==> src/rtl/core/shift_insert_delete_list_assert.svh <==
// ----------------------------------------------------------------------------
// Assertion macros for the shift/insert/delete list.
// Both macros expect aclk, and SIDL_ASSERT also aresetn, to be visible in the enclosing module.
// ----------------------------------------------------------------------------
`ifndef SHIFT_INSERT_DELETE_LIST_ASSERT_SVH
`define SHIFT_INSERT_DELETE_LIST_ASSERT_SVH

`ifndef SYNTHESIS
// Checked only while out of reset.
`define SIDL_ASSERT(label, prop) \
    label: assert property (@(posedge aclk) disable iff (!aresetn) prop) \
        else $error("sidl assertion failed");
// Checked at every edge, reset included.
`define SIDL_ASSERT_ALWAYS(label, prop) \
    label: assert property (@(posedge aclk) prop) \
        else $error("sidl assertion failed");
`else
`define SIDL_ASSERT(label, prop)
`define SIDL_ASSERT_ALWAYS(label, prop)
`endif

`endif

==> src/rtl/core/sidl_pkg.sv <==
// ----------------------------------------------------------------------------
// sidl_pkg
// Types and constants shared by the shift/insert/delete list modules.
// ----------------------------------------------------------------------------
package sidl_pkg;

    localparam int ACTION_W    = 2;
    localparam int POS_W       = 5;
    localparam int DATA_W      = 32;
    localparam int COUNT_OUT_W = 5;
    localparam int STATUS_W    = 2;
    localparam int S_TDATA_W   = 40;
    localparam int M_TDATA_W   = 40;

    typedef enum logic [ACTION_W-1:0] {
        ACT_APPEND = 2'd0,
        ACT_INSERT = 2'd1,
        ACT_DELETE = 2'd2,
        ACT_READ   = 2'd3
    } action_t;

    typedef enum logic [STATUS_W-1:0] {
        ST_OK    = 2'd0,
        ST_FULL  = 2'd1,
        ST_RANGE = 2'd2
    } status_t;

    // What a cell loads at the next edge.
    typedef enum logic [1:0] {
        CELL_HOLD       = 2'd0,
        CELL_LOAD       = 2'd1,
        CELL_SHIFT_UP   = 2'd2,
        CELL_SHIFT_DOWN = 2'd3
    } cell_op_t;

    typedef struct packed {
        logic    commit;
        logic    read_hit;
        status_t status;
    } decision_t;

endpackage

==> src/rtl/core/sidl_cell.sv <==
// ----------------------------------------------------------------------------
// sidl_cell
// One list entry. Loads a new value, takes its lower or upper neighbor, or holds.
// ----------------------------------------------------------------------------
module sidl_cell (
    input  logic                          aclk,
    input  sidl_pkg::cell_op_t            op,
    input  logic [sidl_pkg::DATA_W-1:0]   load_data,
    input  logic [sidl_pkg::DATA_W-1:0]   lower_data,
    input  logic [sidl_pkg::DATA_W-1:0]   upper_data,
    output logic [sidl_pkg::DATA_W-1:0]   data
);

    logic [sidl_pkg::DATA_W-1:0] data_reg;
    logic [sidl_pkg::DATA_W-1:0] data_next;

    always_comb begin
        case (op)
            sidl_pkg::CELL_LOAD:       data_next = load_data;
            sidl_pkg::CELL_SHIFT_UP:   data_next = lower_data;
            sidl_pkg::CELL_SHIFT_DOWN: data_next = upper_data;
            default:                   data_next = data_reg;
        endcase
    end

    always_ff @(posedge aclk) begin
        data_reg <= data_next;
    end

    assign data = data_reg;

endmodule

==> src/rtl/core/sidl_ctrl.sv <==
// ----------------------------------------------------------------------------
// sidl_ctrl
// Decodes one request against the current count: status, new count and the
// operation of every cell in the chain.
// ----------------------------------------------------------------------------
module sidl_ctrl #(
    parameter int DEPTH = 16,
    parameter int CW    = 5
) (
    input  logic                          fire,
    input  sidl_pkg::action_t             action,
    input  logic [sidl_pkg::POS_W-1:0]    position,
    input  logic [CW-1:0]                 count,
    output sidl_pkg::decision_t           decision,
    output logic [CW-1:0]                 count_next,
    output sidl_pkg::cell_op_t            cell_op [DEPTH]
);

    localparam int LW = (CW > sidl_pkg::POS_W) ? CW : sidl_pkg::POS_W;

    logic [LW-1:0] pos_ext;
    logic [LW-1:0] count_ext;
    logic          full;
    logic          pos_above;
    logic          pos_at_or_above;

    assign pos_ext         = LW'(position);
    assign count_ext       = LW'(count);
    assign full            = count_ext >= LW'(DEPTH);
    assign pos_above       = pos_ext > count_ext;
    assign pos_at_or_above = pos_ext >= count_ext;

    always_comb begin
        decision.commit   = 1'b0;
        decision.read_hit = 1'b0;
        decision.status   = sidl_pkg::ST_OK;
        count_next        = count;
        case (action)
            sidl_pkg::ACT_APPEND: begin
                if (full) begin
                    decision.status = sidl_pkg::ST_FULL;
                end else begin
                    decision.commit = 1'b1;
                    count_next      = count + CW'(1);
                end
            end
            sidl_pkg::ACT_INSERT: begin
                if (full) begin
                    decision.status = sidl_pkg::ST_FULL;
                end else if (pos_above) begin
                    decision.status = sidl_pkg::ST_RANGE;
                end else begin
                    decision.commit = 1'b1;
                    count_next      = count + CW'(1);
                end
            end
            sidl_pkg::ACT_DELETE: begin
                if (pos_at_or_above) begin
                    decision.status = sidl_pkg::ST_RANGE;
                end else begin
                    decision.commit = 1'b1;
                    count_next      = count - CW'(1);
                end
            end
            default: begin
                if (pos_at_or_above) begin
                    decision.status = sidl_pkg::ST_RANGE;
                end else begin
                    decision.read_hit = 1'b1;
                end
            end
        endcase
    end

    // Each cell compares its own index with the position and the count.
    always_comb begin
        for (int i = 0; i < DEPTH; i++) begin
            cell_op[i] = sidl_pkg::CELL_HOLD;
            if (fire && decision.commit) begin
                case (action)
                    sidl_pkg::ACT_APPEND: begin
                        if (LW'(i) == count_ext) cell_op[i] = sidl_pkg::CELL_LOAD;
                    end
                    sidl_pkg::ACT_INSERT: begin
                        if (LW'(i) == pos_ext) begin
                            cell_op[i] = sidl_pkg::CELL_LOAD;
                        end else if (LW'(i) > pos_ext && LW'(i) <= count_ext) begin
                            cell_op[i] = sidl_pkg::CELL_SHIFT_UP;
                        end
                    end
                    sidl_pkg::ACT_DELETE: begin
                        if (LW'(i) >= pos_ext && LW'(i + 1) < count_ext) begin
                            cell_op[i] = sidl_pkg::CELL_SHIFT_DOWN;
                        end
                    end
                    default: cell_op[i] = sidl_pkg::CELL_HOLD;
                endcase
            end
        end
    end

endmodule

==> src/rtl/core/shift_insert_delete_list.sv <==
// ----------------------------------------------------------------------------
// shift_insert_delete_list
// The result of an accepted input transfer is registered and appears on m_tdata in the next cycle.
// Throughput: one item per cycle while the output is not stalled; the whole chain of cells shifts together.
// The output register frees as its result is taken, so s_tready stays high
// while m_tready is high.
// Reset clears the count and the output valid; entries are undefined until written.
// ----------------------------------------------------------------------------
`include "shift_insert_delete_list_assert.svh"

module shift_insert_delete_list #(
    parameter int DEPTH = 16
) (
    input  logic                              aclk,
    input  logic                              aresetn,
    input  logic                              s_tvalid,
    output logic                              s_tready,
    // [1:0] action, [6:2] position, [38:7] value, [39] zero
    input  logic [sidl_pkg::S_TDATA_W-1:0]    s_tdata,
    output logic                              m_tvalid,
    input  logic                              m_tready,
    // [31:0] read_value, [36:32] element_count, [38:37] status, [39] zero
    output logic [sidl_pkg::M_TDATA_W-1:0]    m_tdata
);

    localparam int CW = $clog2(DEPTH + 1);
    localparam int IW = $clog2(DEPTH);

    sidl_pkg::action_t                 action;
    logic [sidl_pkg::POS_W-1:0]        position;
    logic [sidl_pkg::DATA_W-1:0]       value;
    logic                              fire;

    logic [CW-1:0]                     count_reg;
    logic [CW-1:0]                     count_next;
    sidl_pkg::decision_t               decision;
    sidl_pkg::cell_op_t                cell_op [DEPTH];
    logic [sidl_pkg::DATA_W-1:0]       entry [DEPTH];

    logic [IW-1:0]                     rd_idx;
    logic [sidl_pkg::DATA_W-1:0]       rd_value;

    logic                              m_tvalid_reg;
    logic [sidl_pkg::M_TDATA_W-1:0]    m_tdata_reg;

    assign action   = sidl_pkg::action_t'(s_tdata[1:0]);
    assign position = s_tdata[6:2];
    assign value    = s_tdata[38:7];

    assign s_tready = !m_tvalid_reg || m_tready;
    assign fire     = s_tvalid && s_tready;

    sidl_ctrl #(
        .DEPTH (DEPTH),
        .CW    (CW)
    ) u_ctrl (
        .fire       (fire),
        .action     (action),
        .position   (position),
        .count      (count_reg),
        .decision   (decision),
        .count_next (count_next),
        .cell_op    (cell_op)
    );

    for (genvar g = 0; g < DEPTH; g++) begin : g_cell
        logic [sidl_pkg::DATA_W-1:0] lower;
        logic [sidl_pkg::DATA_W-1:0] upper;

        if (g == 0) begin : g_first
            assign lower = '0;
        end else begin : g_mid_lo
            assign lower = entry[g-1];
        end

        if (g == DEPTH - 1) begin : g_last
            assign upper = '0;
        end else begin : g_mid_hi
            assign upper = entry[g+1];
        end

        sidl_cell u_cell (
            .aclk       (aclk),
            .op         (cell_op[g]),
            .load_data  (value),
            .lower_data (lower),
            .upper_data (upper),
            .data       (entry[g])
        );
    end

    // A read hit implies position < count <= DEPTH, so the index is in range.
    assign rd_idx   = IW'(position);
    assign rd_value = decision.read_hit ? entry[rd_idx] : '0;

    always_ff @(posedge aclk) begin
        if (!aresetn) begin
            count_reg    <= '0;
            m_tvalid_reg <= 1'b0;
        end else begin
            if (fire) begin
                count_reg <= count_next;
            end
            if (fire) begin
                m_tvalid_reg <= 1'b1;
            end else if (m_tready) begin
                m_tvalid_reg <= 1'b0;
            end
        end
    end

    always_ff @(posedge aclk) begin
        if (fire) begin
            m_tdata_reg <= {1'b0, decision.status,
                            sidl_pkg::COUNT_OUT_W'(count_next), rd_value};
        end
    end

    assign m_tvalid = m_tvalid_reg;
    assign m_tdata  = m_tdata_reg;

    `SIDL_ASSERT(a_count_in_range, count_reg <= CW'(DEPTH))
    `SIDL_ASSERT(a_count_idle_stable, !fire |=> $stable(count_reg))
    `SIDL_ASSERT(a_reject_keeps_count, fire && decision.status != sidl_pkg::ST_OK |=> $stable(count_reg))
    `SIDL_ASSERT(a_zero_unless_hit, fire && !decision.read_hit |=> m_tdata_reg[31:0] == '0)
    `SIDL_ASSERT_ALWAYS(a_reset_clears_valid, !aresetn |=> !m_tvalid_reg)

endmodule

==> config.mk <==
export PLATFORM = sky130hd
export DESIGN_NAME = shift_insert_delete_list
export DESIGN_NICKNAME = d
export VERILOG_FILES = /design/src/rtl/core/sidl_pkg.sv /design/src/rtl/core/sidl_cell.sv /design/src/rtl/core/sidl_ctrl.sv /design/src/rtl/core/shift_insert_delete_list.sv
export VERILOG_INCLUDE_DIRS = /design/src /design/src/rtl/core
export SDC_FILE = /design/constraint.sdc
export NUM_CORES = 1
export LEC_CHECK = 0
export ABC_CLOCK_PERIOD_IN_PS = 6700
export BUFFER_PORTS_ARGS = -buffer_cell sky130_fd_sc_hd__buf_2
export CORE_ASPECT_RATIO = 0.9
export CORE_MARGIN = 2
export CORE_UTILIZATION = 35
export CTS_CLUSTER_DIAMETER = 60
export DETAILED_ROUTE_END_ITERATION = 6
export SYNTH_ARGS = -nofsm -noshare
export SYNTH_HDL_FRONTEND = slang
export SYNTH_SLANG_ARGS = --single-unit
==> constraint.sdc <==
create_clock -name aclk -period 6.7 [get_ports aclk]
set_input_delay 1.675 -clock aclk [delete_from_list [all_inputs] [get_ports aclk]]
set_output_delay 1.675 -clock aclk [all_outputs]
set_load 0.005 [all_outputs]
==> run summary <==
For the total negative slack for setup checks, the log shows 0 ns. The number of clock buffers added by TritonCTS is 68. The worst register-to-register path ends at g_cell[8].u_cell.data[22]. The library cells used most frequently in the layout, excluding fill and tap cells, are edfxtp_1 (551), mux2i_1 (480), nand2_1 (384), o21ai_0 (306), mux2_2 (194).

The number of hold buffers added after cts is 0. The tools report the critical path capture point type as a register. The maximum fanout encountered on the critical timing path was 54; the yosys synthesis warning count was 0. OpenSTA, run right after detailed placement, puts the worst setup slack at 1.07 ns. Post-CTS repair changed the size of 0 cells. Row generation in the floorplan step produced 106 rows. The clock reaches the later pin of the worst-skew pair after 0.63 ns.

The path with the worst hold slack has its endpoint at m_tvalid. Cells fill 39.8% of the core in the end. The run gives 93,400 um2 as the area of the core.

Global routing finished with a remaining overflow of 0. The net count after synthesis was 2,900; the number of flops mapped to enable cells by yosys was 551. The run finished with clean final reports. The run gives 0 as the final number of setup-violating endpoints. The clock arrives with 0.0283 ns of skew. The design draws 8.29 mW. In this run the tightest slew margin relative to its limit is 13.3%. Clock root buffer: clkbuf_16. Entering global routing, the biggest net connects 128 pins. Of the cells placed in the final design, the portion with a size suffix greater than 1 is 20.8%. The average wire per cell in the routed design was 26.3 um; the flip-flop count of the largest register after layout was 512. The worst-case IR drop observed on VDD is 0.145 mV. TritonCTS built the clock tree. In this run the most critical hold path is launched from m_tvalid. The most common cell after layout, fill and taps aside was edfxtp_1.

The power per standard cell area works out to 223 nW/um2. The tool flagged a number of max-cap violations equal to 0. The number of routed nets with antenna violations was 0; the count of cell types in the netlist was 73. The DRC violations left is 0.

The number of port buffers was 83; the final routed wirelength across all metal layers was 108,000 um. The congestion estimate from routability-driven global placement came to 0.885. CTS saw 557 sinks. The run gives 23,398 as the via count of the first global-routing pass. For the final hold violation count, the log shows 0. The total I/O pin count was 86; the number of optimization iterations in the first detailed-route pass was 6. The area occupied by multi-input gates came out at 15,800 um2. Counting the fill cells in the layout gives 8,914.

The height of the die was 296 um. In this run the number of H-tree levels came out at 3. For this design the static power due to leakage is 14.1 nW. Compared with the post-synthesis result, the final layout area differs by 12.4%. Setup repair after global routing left no endpoint under its margin. The worst register-to-register path has a depth of 9. For the worst setup path, the data required time is 7.00 ns. Critical path class: primary input to register.

STA classifies the critical path startpoint as a primary input. For this run, asynchronously set or reset flops after synthesis account for 0%. The first global-routing pass estimated 159,000 um of wire.

The worst register-to-register path has a setup slack of 2.21 ns. From left edge to right edge, the die measures 328 um. The number of antenna violations at the first check in global routing is 2.

The startpoint identified for the worst register-to-register timing path is count_reg[0]. Across all layers, the routed design uses 24,068 vias. The via density per instance came out at 5.85. Global routing used 22.0% of the available tracks across all layers. The synthesized netlist occupies a cell area of 33,100 um2. The run gives 62,000 um as the post-DP HPWL. The most used flip-flop cell after synthesis is edfxtp_1. The worst path uses 75.6% of the clock period. After layout, the worst setup slack is 1.63 ns.

Synthesis produced a netlist whose cell count is 2,845. In this run the mean area of a mapped cell was 11.6 um2. Synthesis inferred 557 register bits. The final layout contains 2,876 nets. Based on the critical path, the design can be clocked at up to 197 MHz. In this run the deepest clock path goes through 3 buffers. At the pin with the least slew margin, the transition time is 1.30 ns.

Data arrives at the worst endpoint at 5.37 ns. The number of pins exceeding their max-slew limit in the final report was 0. The floorplan die area is 97,000 um2.

The smallest clock period supported by the final layout is computed as 5.07 ns. In the final layout, flip-flops and latches occupy 16,700 um2. The clock transition time at the flip-flop clock pins of the worst setup and hold paths was 0.06 ns; the share of synthesized area occupied by flip-flops and latches was 50.4%.

Kind of path behind the tightest hold check: register to register. Post-CTS timing repair inserted 0 buffers for setup. The worst hold path was traced through 2 stages. The detailed router finished its first iteration with 2,741 violations. For this configuration, the core starts out at a cell density of 35.4%.
-- stage by stage --
stage	hold slack (ns)	area [um2]	cells
3_5_place_dp	0.570	35100	3993
2_1_floorplan	0.568	33100	2845
4_1_cts	0.576	37200	4115
5_1_grt	0.619	37200	4116
3_3_place_gp	0.558	35100	3993
6_report	0.561	37200	4117
-- how the worst max path moves through the flow --
stage / start / to / cells past startpoint
floorplan: s_tdata[6] / g_cell[8].u_cell.data[0] / 8
global placement: s_tdata[3] / g_cell[8].u_cell.data[26] / 10
detailed placement: s_tdata[3] / g_cell[8].u_cell.data[28] / 10
CTS: s_tdata[3] / g_cell[8].u_cell.data[31] / 10
global route: s_tdata[3] / g_cell[8].u_cell.data[31] / 10
finish: s_tdata[3] / g_cell[8].u_cell.data[22] / 10
-- critical path: stages --
cell	delay (ns)
buf_6	0.54
ha_1	0.36
nand4_1	0.14
o221ai_1	0.29
a21oi_1	0.23
buf_4	0.27
nand2_2	0.29
buf_4	0.35
a21oi_4	0.78
buf_4	0.38
-- final cells by class --
type | count | area share, %
Clock inverter | 40 | 0.848
Sequential cell | 557 | 44.8
Antenna cell | 2 | 0.0135
Tap cell | 1242 | 4.18
Clock buffer | 82 | 4.89
Multi-Input combinational cell | 2026 | 42.4
Timing Repair Buffer | 154 | 2.73
Inverter | 14 | 0.141
-- cell usage after synthesis (6+ instances only) --
cell,count,area share (%)
o21ai_0,306,4.6
a21o_1,7,0.16
nor2_1,129,1.5
ha_1,11,0.42
o221ai_1,67,1.8
a31oi_1,6,0.11
mux4_2,64,4.4
nor3_1,6,0.091
buf_2,56,0.85
o211ai_1,6,0.14
mux2i_1,480,15
mux2_2,194,6.6
a211oi_1,33,0.75
dfxtp_1,6,0.36
o22ai_1,35,0.66
mux2_4,30,1.4
a21oi_1,140,2.1
nand3_1,24,0.36
nor2b_1,7,0.13
edfxtp_1,551,50
clkbuf_1,143,1.6
nand2_1,388,4.4
inv_1,13,0.15
buf_1,44,0.50
nand2b_1,6,0.11
-- routing by layer --
metal | global-route usage, % | share of wire [%]
met5 | 0 | 0
met4 | 6.11 | 2.7
met3 | 4.69 | 9.0
met2 | 34.9 | 45
met1 | 30.3 | 43
-- power by group --
part / internal, mW / leakage [nW] / switching [mW]
Combinational: 0.285 / 8.04 / 0.490
Clock: 2.06 / 1.05 / 1.55
Sequential: 3.87 / 5.05 / 0.0197
-- logic make-up (layout without fill, tap and decap cells) --
kind of cell	count (synthesis)	count (layout)	share of synthesized area, %
multiplexers	768	768	26.8
AO/OA/AOI/OAI	644	644	11.5
AND/OR/NAND/NOR	599	599	7.48
flip-flops	557	557	50.4
buffers and inverters	262	290	3.28
adder cells (fa/ha/maj)	11	11	0.416
XOR/XNOR	3	3	0.0794
other	1	3	0.0113
Note: power is estimated with default switching activity, not from simulation.
